### src/design/mmss_pkg.sv
// Package for the memory-mode soft switch tracker.
// Holds flag positions, switch index codes and the status and pair switch decodes.
// No dependencies.
`default_nettype none

package mmss_pkg;

  // Number of memory-mode flags and the width of a flag position.
  localparam int unsigned NumFlags = 11;

  typedef logic [NumFlags-1:0] mode_flags_t;
  typedef logic [3:0]          flag_pos_t;
  typedef logic [7:0]          switch_index_t;
  typedef logic [7:0]          byte_t;

  // Flag positions within the mode register.
  localparam flag_pos_t FL_80STORE   = 4'd0;
  localparam flag_pos_t FL_AUXREAD   = 4'd1;
  localparam flag_pos_t FL_AUXWRITE  = 4'd2;
  localparam flag_pos_t FL_INTCXROM  = 4'd3;
  localparam flag_pos_t FL_ALTZP     = 4'd4;
  localparam flag_pos_t FL_SLOTC3ROM = 4'd5;
  localparam flag_pos_t FL_PAGE2     = 4'd6;
  localparam flag_pos_t FL_HIRES     = 4'd7;
  localparam flag_pos_t FL_BANK      = 4'd8;
  localparam flag_pos_t FL_HIGHRAM   = 4'd9;
  localparam flag_pos_t FL_WRITERAM  = 4'd10;

  // Switch indices within the I/O page.
  localparam switch_index_t IDX_KBD       = 8'h00;
  localparam switch_index_t IDX_PAIR_LAST = 8'h0B;
  localparam switch_index_t IDX_KBD_CLR   = 8'h10;
  localparam switch_index_t IDX_RD_AUXRD  = 8'h13;
  localparam switch_index_t IDX_RD_AUXWR  = 8'h14;
  localparam switch_index_t IDX_RD_CXROM  = 8'h15;
  localparam switch_index_t IDX_RD_ALTZP  = 8'h16;
  localparam switch_index_t IDX_RD_C3ROM  = 8'h17;
  localparam switch_index_t IDX_RD_80STO  = 8'h18;
  localparam switch_index_t IDX_RD_PAGE2  = 8'h1C;
  localparam switch_index_t IDX_RD_HIRES  = 8'h1D;
  localparam switch_index_t IDX_PAGE2_OFF = 8'h54;
  localparam switch_index_t IDX_PAGE2_ON  = 8'h55;
  localparam switch_index_t IDX_HIRES_OFF = 8'h56;
  localparam switch_index_t IDX_HIRES_ON  = 8'h57;
  localparam switch_index_t IDX_LC_FIRST  = 8'h80;
  localparam switch_index_t IDX_LC_LAST   = 8'h8F;

  // Result of decoding a status switch read.
  typedef struct packed {
    logic      hit;
    flag_pos_t pos;
  } status_dec_t;

  // Flag driven by a status switch index; hit is low if the index is not one.
  function automatic status_dec_t status_decode(input switch_index_t idx);
    status_dec_t d;
    d.hit = 1'b1;
    d.pos = FL_80STORE;
    unique case (idx)
      IDX_RD_AUXRD: d.pos = FL_AUXREAD;
      IDX_RD_AUXWR: d.pos = FL_AUXWRITE;
      IDX_RD_CXROM: d.pos = FL_INTCXROM;
      IDX_RD_ALTZP: d.pos = FL_ALTZP;
      IDX_RD_C3ROM: d.pos = FL_SLOTC3ROM;
      IDX_RD_80STO: d.pos = FL_80STORE;
      IDX_RD_PAGE2: d.pos = FL_PAGE2;
      IDX_RD_HIRES: d.pos = FL_HIRES;
      default:      d.hit = 1'b0;
    endcase
    return d;
  endfunction

  // Flag of an off/on pair at indices up to IDX_PAIR_LAST.
  function automatic flag_pos_t pair_decode(input switch_index_t idx);
    flag_pos_t p;
    unique case (idx[3:1])
      3'd0:    p = FL_80STORE;
      3'd1:    p = FL_AUXREAD;
      3'd2:    p = FL_AUXWRITE;
      3'd3:    p = FL_INTCXROM;
      3'd4:    p = FL_ALTZP;
      default: p = FL_SLOTC3ROM;
    endcase
    return p;
  endfunction

endpackage : mmss_pkg

`default_nettype wire

### src/design/memory_mode_soft_switch_tracker.sv
// Memory-mode soft switch tracker: top level.
// Depends on mmss_pkg for flag positions, switch indices and decode functions.
//
//  channel | direction | handshake            | payload
//  --------+-----------+----------------------+---------------------------------------
//  in      | sink      | in_valid / in_ready  | phase, is_read, switch_index, data
//  out     | source    | out_valid / out_ready| mode_flags, keyboard_byte
//
// Each item is decoded against the flag state in the cycle it is accepted; the
// new state and its result are registered at that edge, so the result appears
// in the next cycle. One item per cycle is sustained while results are taken.
// A result waiting in the output register holds its values; a new item is
// accepted in the same cycle that the waiting result is taken.
// Synchronous reset clears all flags, the keyboard latch and the pending slot.
`default_nettype none

module memory_mode_soft_switch_tracker
  import mmss_pkg::*;
(
  input  wire logic        clk,
  input  wire logic        rst,
  input  wire logic        in_valid,
  output logic             in_ready,
  input  wire logic        phase,
  input  wire logic        is_read,
  input  wire logic [7:0]  switch_index,
  input  wire logic [7:0]  data,
  output logic             out_valid,
  input  wire logic        out_ready,
  output logic [10:0]      mode_flags,
  output logic [7:0]       keyboard_byte
);

  // Architectural state.
  mode_flags_t mode_reg, mode_reg_next;
  logic        prewrite, prewrite_next;
  logic        pend_valid, pend_valid_next;
  logic        pend_kbd, pend_kbd_next;
  flag_pos_t   pend_pos, pend_pos_next;
  byte_t       kbd_latch, kbd_latch_next;

  logic        in_fire;
  status_dec_t sdec;

  // The output register frees up when it is empty or being taken.
  assign in_ready = !out_valid || out_ready;
  assign in_fire  = in_valid && in_ready;
  assign sdec     = status_decode(switch_index);

  // Next-state decode for one item.
  always_comb begin
    mode_reg_next   = mode_reg;
    prewrite_next   = prewrite;
    pend_valid_next = pend_valid;
    pend_kbd_next   = pend_kbd;
    pend_pos_next   = pend_pos;
    kbd_latch_next  = kbd_latch;
    if (phase) begin
      // Data phase serves the armed slot once.
      if (pend_valid) begin
        if (pend_kbd) begin
          kbd_latch_next = data;
        end else begin
          mode_reg_next[pend_pos] = data[7];
        end
        pend_valid_next = 1'b0;
      end
    end else if (switch_index == IDX_KBD && is_read) begin
      pend_valid_next = 1'b1;
      pend_kbd_next   = 1'b1;
    end else if (switch_index <= IDX_PAIR_LAST) begin
      if (!is_read) begin
        mode_reg_next[pair_decode(switch_index)] = switch_index[0];
      end
    end else if (switch_index == IDX_KBD_CLR) begin
      kbd_latch_next[7] = 1'b0;
    end else if (sdec.hit) begin
      if (is_read) begin
        pend_valid_next = 1'b1;
        pend_kbd_next   = 1'b0;
        pend_pos_next   = sdec.pos;
      end
    end else if (switch_index >= IDX_PAGE2_OFF && switch_index <= IDX_HIRES_ON) begin
      if (switch_index < IDX_HIRES_OFF) begin
        mode_reg_next[FL_PAGE2] = switch_index[0];
      end else begin
        mode_reg_next[FL_HIRES] = switch_index[0];
      end
    end else if (switch_index >= IDX_LC_FIRST && switch_index <= IDX_LC_LAST) begin
      // Language card: bank, read RAM and the double-read write enable.
      if (is_read) begin
        mode_reg_next[FL_BANK]    = switch_index[3];
        mode_reg_next[FL_HIGHRAM] = (switch_index[1] == switch_index[0]);
        if (switch_index[0]) begin
          if (prewrite) begin
            mode_reg_next[FL_WRITERAM] = 1'b1;
          end
        end else begin
          mode_reg_next[FL_WRITERAM] = 1'b0;
        end
        prewrite_next = switch_index[0];
      end
    end
  end

  // Control state and output valid.
  always_ff @(posedge clk) begin
    if (rst) begin
      mode_reg   <= '0;
      prewrite   <= 1'b0;
      pend_valid <= 1'b0;
      pend_kbd   <= 1'b0;
      pend_pos   <= FL_80STORE;
      kbd_latch  <= '0;
      out_valid  <= 1'b0;
    end else begin
      if (in_fire) begin
        mode_reg   <= mode_reg_next;
        prewrite   <= prewrite_next;
        pend_valid <= pend_valid_next;
        pend_kbd   <= pend_kbd_next;
        pend_pos   <= pend_pos_next;
        kbd_latch  <= kbd_latch_next;
        out_valid  <= 1'b1;
      end else if (out_ready) begin
        out_valid  <= 1'b0;
      end
    end
  end

  // Result register, loaded with the state after the item.
  always_ff @(posedge clk) begin
    if (in_fire) begin
      mode_flags    <= mode_reg_next;
      keyboard_byte <= kbd_latch_next;
    end
  end

endmodule : memory_mode_soft_switch_tracker

`default_nettype wire

### config.mk
export PLATFORM = sky130hd
export DESIGN_NAME = memory_mode_soft_switch_tracker
export DESIGN_NICKNAME = d
export VERILOG_FILES = /design/src/design/mmss_pkg.sv /design/src/design/memory_mode_soft_switch_tracker.sv
export SDC_FILE = /design/constraint.sdc
export NUM_CORES = 1
export LEC_CHECK = 0
export BUFFER_PORTS_ARGS = -buffer_cell sky130_fd_sc_hd__buf_4
export CAP_MARGIN = 30
export CORE_MARGIN = 4
export CORE_UTILIZATION = 55
export DETAILED_ROUTE_END_ITERATION = 6
export PLACE_DENSITY = 0.88
export SLEW_MARGIN = 20
export SYNTH_ARGS = -nofsm -noshare
export SYNTH_HDL_FRONTEND = slang
export SYNTH_SLANG_ARGS = --single-unit
export TNS_END_PERCENT = 20
### constraint.sdc
create_clock -name clk -period 3.1 [get_ports clk]
set_input_delay 0.31 -clock clk [delete_from_list [all_inputs] [get_ports clk]]
set_output_delay 0.31 -clock clk [all_outputs]
set_load 0.03 [all_outputs]
# Yosys cells after proc, flatten, opt, wreduce, memory -nomap -nowiden
# Cells that the tools add are included.
# Widths: inputs -> output; s select.
word_totals:
  ff_bits: 46
  output_inout_bits: 21
classes:
  n_lt_le_gt_ge: 10
  eq_ne: 18
  muxes: 50
  n_bitwise: 6
  n_reduce_logical: 20
op_table:
  columns: ["op", "count"]
  rows:
  - ["$eq 8x5->1 const B", 9]
  - ["$mux 11", 5]
  - ["$mux 1", 24]
  - ["$bwmux 11", 2]
  - ["$pmux 3 s7", 1]
  - ["$mux 4", 4]
  - ["$mux 8", 2]
  - ["$mux 5", 3]
  - ["$pmux 3 s5", 1]
  - ["$lt 4x5->1 const B", 2]
  - ["$mux 3", 3]
  - ["$reduce_and 9->1", 1]
  - ["$demux 1 s4", 2]
  - ["$ge 4x1->1 const B", 2]
  - ["$ge 8x7->1 const B", 1]
  - ["$ge 8x8->1 const B", 1]
  - ["$le 8x4->1 const B", 1]
  - ["$le 8x7->1 const B", 1]
  - ["$le 8x8->1 const B", 1]
  - ["$logic_not 8->1", 1]
  - ["$lt 8x7->1 const B", 1]
  - ["$reduce_or 8->1", 1]
  - ["$mux 7", 1]
  - ["$reduce_and 7->1", 1]
  - ["17 further kinds", 33]

# Depth between registers and ports, before layout
logic_depth:
  ltp_word: 15
  depth_mapped: 7
  depth_no_buf: 7

# Worst setup path before layout
# No wires, ideal clock.
synth_timing:
  path_kind: "reg2reg"
  start: "register out_valid"
  end: "register keyboard_byte[0] (enable)"
  path_buffers: 1
  t_arrival_ps: 1869
  synth_period_minus_slack_ps: 2260
  path_stages_with_launch: 6
  slack_ps: 840
  cell_sequence: "dfxtp_1 nor2b_1 inv_1 nand2_1 clkinv_1 clkbuf_1"
synth_via:
  elab_chain_cells: 3
synth_lines:
  columns: ["element", "line_no", "source"]
  rows:
  - ["from (decl)", "memory_mode_soft_switch_tracker.sv:28", "output logic out_valid,"]
  - ["from (signal assigned)", "memory_mode_soft_switch_tracker.sv:115", "out_valid <= 1'b0;"]
  - ["from (signal assigned)", "memory_mode_soft_switch_tracker.sv:124", "out_valid <= 1'b1;"]
  - ["from (signal assigned)", "memory_mode_soft_switch_tracker.sv:126", "out_valid <= 1'b0;"]
  - ["$logic_not 1->1", "memory_mode_soft_switch_tracker.sv:46", "assign in_ready = !out_valid || out_ready;"]
  - ["$logic_or 1x1->1", "memory_mode_soft_switch_tracker.sv:46", null]
  - ["named net in_ready", "memory_mode_soft_switch_tracker.sv:23", "output logic in_ready,"]
  - ["$logic_and 1x1->1", "memory_mode_soft_switch_tracker.sv:47", "assign in_fire = in_valid && in_ready;"]
  - ["named net in_fire", "memory_mode_soft_switch_tracker.sv:42", "logic in_fire;"]
  - ["to (signal assigned)", "memory_mode_soft_switch_tracker.sv:135", "keyboard_byte <= kbd_latch_next;"]
  - ["to (decl)", "memory_mode_soft_switch_tracker.sv:31", "output logic [7:0] keyboard_byte"]
# The timed path passes the listed nets, and every way through them passes these cells.
# A chain may end at the register's enable or synchronous reset.

# Worst setup path after layout
layout_timing:
  start: "register out_valid"
  end: "register mode_reg[0]"
layout_via:
  elab_chain_cells: 3
layout_lines:
  columns: ["element", "line_no", "source"]
  rows:
  - ["$logic_not 1->1", "memory_mode_soft_switch_tracker.sv:46", null]
  - ["$logic_or 1x1->1", "memory_mode_soft_switch_tracker.sv:46", null]
  - ["$logic_and 1x1->1", "memory_mode_soft_switch_tracker.sv:47", null]
  - ["to (signal assigned)", "memory_mode_soft_switch_tracker.sv:118", "mode_reg <= mode_reg_next;"]
  - ["to (decl)", "memory_mode_soft_switch_tracker.sv:35", "mode_flags_t mode_reg, mode_reg_next;"]
# Every way passes these cells.

==> impl_metrics.env <==
export IMPL_cts_buffers=5
export IMPL_grt_pass1_wl_um=9230
export IMPL_row_count=23
export IMPL_relSlewSlack_pct=49.4
export IMPL_synth_commonest_cells="nand2_1 (45), dfxtp_1 (26), a21oi_1 (23)"
export IMPL_root_buffer="clkbuf_8"
export IMPL_cts_tree="built"
export IMPL_min_path_cells=3
export IMPL_cp_max_fo=20
export IMPL_finalPower_w=0.00115
export IMPL_yosys_area_top_type="edfxtp_1"
export IMPL_synth_edf_count=19
export IMPL_place_congestion=0.942
export IMPL_cts_hold_fix_buffers=0
export IMPL_wl_per_cell_um=15.6
export IMPL_setup_tns_ps=0
export IMPL_fmax_mhz=554
export IMPL_status="complete, no violations"
export IMPL_yosysSeqAreaShare_pct=45.7
export IMPL_reg2regPathDepth=7
export IMPL_start_kind="flip-flop"
export IMPL_async_flop_share_pct=0
export IMPL_end_kind="flip-flop"
export IMPL_rsz0062_at_grt="false"
export IMPL_clk_latency_ps=300
export IMPL_final_net_count=326
export IMPL_setup_viol=0
export IMPL_cts_buffer_depth=2
export IMPL_area_delta_synth_final_pct=18.3
export IMPL_synth_seq_cells=45
export IMPL_synth_ff_type="dfxtp_1"
export IMPL_critical_path_required_ps=3330
export IMPL_core_um2=4090
export IMPL_power_density_nw_per_um2=407
export IMPL_drtIter0Drc=193
export IMPL_min_period_ps=1810
export IMPL_yosys_top_cells_area="edfxtp_1 (24%), dfxtp_1 (22%), nand2_1 (7.1%)"
export IMPL_cp_arrival_ps=2040
export IMPL_dpl_worst_slack_ps=1110
export IMPL_finalNonFillerCells=351
export IMPL_hpwl_um=3990
export IMPL_tightest_slew_ps=748
export IMPL_path_class="flip-flop to flip-flop"
export IMPL_die_area_um2=5460
export IMPL_finalClockSkew_ps=8.16
export IMPL_vias=2133
export IMPL_clock_sinks=45
export IMPL_vias_per_cell=6.08
export IMPL_final_max_slew_viol_count=0
export IMPL_synth_nets=285
export IMPL_worst_slack_ps=1290
export IMPL_firstDrtPassIters=5
export IMPL_grt_use_total_pct=22.1
export IMPL_grt_pass1_vias=1950
export IMPL_clk_pin_slew_ps=90
export IMPL_ir_drop_v=0.000248
export IMPL_port_buffers=42
export IMPL_antenna_found_initial=0
export IMPL_htreeDepth=2
export IMPL_drive_gt1_share_pct=24.6
export IMPL_synthMostInstantiatedCell="nand2_1"
export IMPL_antennaDiodeCount=0
export IMPL_io_pins=43
export IMPL_avgSynthCellArea_um2=9.21
export IMPL_syn_inst=259
export IMPL_synthDistinctLibCells=47
export IMPL_cts_resized=0
export IMPL_leakagePower_nw=1.04
export IMPL_hold_viol_final=0
export IMPL_mappedNetlistArea_um2=2390
export IMPL_yosysWarnings=0
export IMPL_grt_overflow=0
export IMPL_initial_utilization_pct=58.4
export IMPL_max_cap_viol_count=0
export IMPL_drc=0
export IMPL_die_width_um=73.9
export IMPL_fin_crit_sh_pct=58.2
export IMPL_hold_path_class="primary input to flip-flop"
export IMPL_dp_cells=343
export IMPL_route_final_wire_length_um=5490
export IMPL_grt_max_degree=29
export IMPL_post_cts_buffers=0
export IMPL_fp_dieH_um=73.9
export IMPL_final_antenna_net_count=0
export IMPL_synth_top_area_share_pct=23.9
[worst paths after layout]
check,start,endpoint,slack (ps)
worst max-delay path,out_valid,mode_reg[0],1290
worst min-delay path,in_valid,out_valid,290
worst max register to register,out_valid,mode_reg[0],1290
worst min register to register,mode_reg[10],mode_reg[10],450
[area by class of cell]
cell class	instances	area [um2]
Clock buffer	6	72.6
Clock inverter	2	15.0
Fill cell	332	1260
Inverter	9	33.8
Multi-Input combinational cell	193	1200
Sequential cell	45	1090
Tap cell	50	62.6
Timing Repair Buffer	46	345
[cell usage in the layout (no fill, tap or decap), types with 3 or more instances in the layout]
cell,Yosys,routed
mux2i_1,6,6
o21ai_0,12,12
nor3b_1,3,3
edfxtp_1,19,19
clkbuf_8,0,5
and2_1,4,4
nor2b_1,5,5
o22a_1,4,4
nand3_1,10,10
dfxtp_1,26,26
nor4b_1,3,3
ha_1,4,4
a31oi_1,9,9
nor2_1,17,17
buf_4,1,46
nor3_1,3,3
nand2b_1,3,3
inv_1,8,8
nand2_1,45,45
a21oi_1,23,23
mux2_2,13,13
or3_1,3,3
[report_power, final]
group	total (W)	internal [W]	switching [W]
clock network	0.000360	0.000159	0.000201
registers	0.000632	0.000629	0.00000357
logic	0.000155	0.0000536	0.000101
[cell families after synthesis]
group                      synth area share, %
AOI/OAI and AO/OA                         17.1
muxes                                     8.65
and+or+nand+nor                           22.5
DFF                                       45.7
buffers and inverters                     3.88
adders and majority gates                 2.10
[worst max-delay path, stage by stage, from the launching register on]
cell	delay [ps]
dfxtp_1	330
nor2b_1	200
inv_1	100
nand2_1	360
clkinv_1	160
buf_4	250
a21bo_2	210
a21oi_1	120
[stage by stage]
step | util (%) | area [um2] | hold WS [ps]
after floorplan | - | 2390 | 431
after detailed placement | 66.9 | 2740 | 442
final | 69.1 | 2820 | 288
after global routing | 69.1 | 2820 | 303
after CTS | 69.1 | 2820 | 287
after global placement | 66.9 | 2740 | 439
[routing by layer]
| layer | routed length [um] | share of wire, % | GRT usage, % | vias up |
|---|---|---|---|---|
| met5 | 0 | 0 | 0 | - |
| li1 | - | - | - | 1018 |
| met1 | 2340 | 43 | 31.0 | 994 |
| met3 | 506 | 9.2 | 3.83 | 13 |
| met4 | 92 | 1.7 | 7.24 | 0 |
| met2 | 2550 | 46 | 34.4 | 108 |
(Power assumes the default switching activity.)
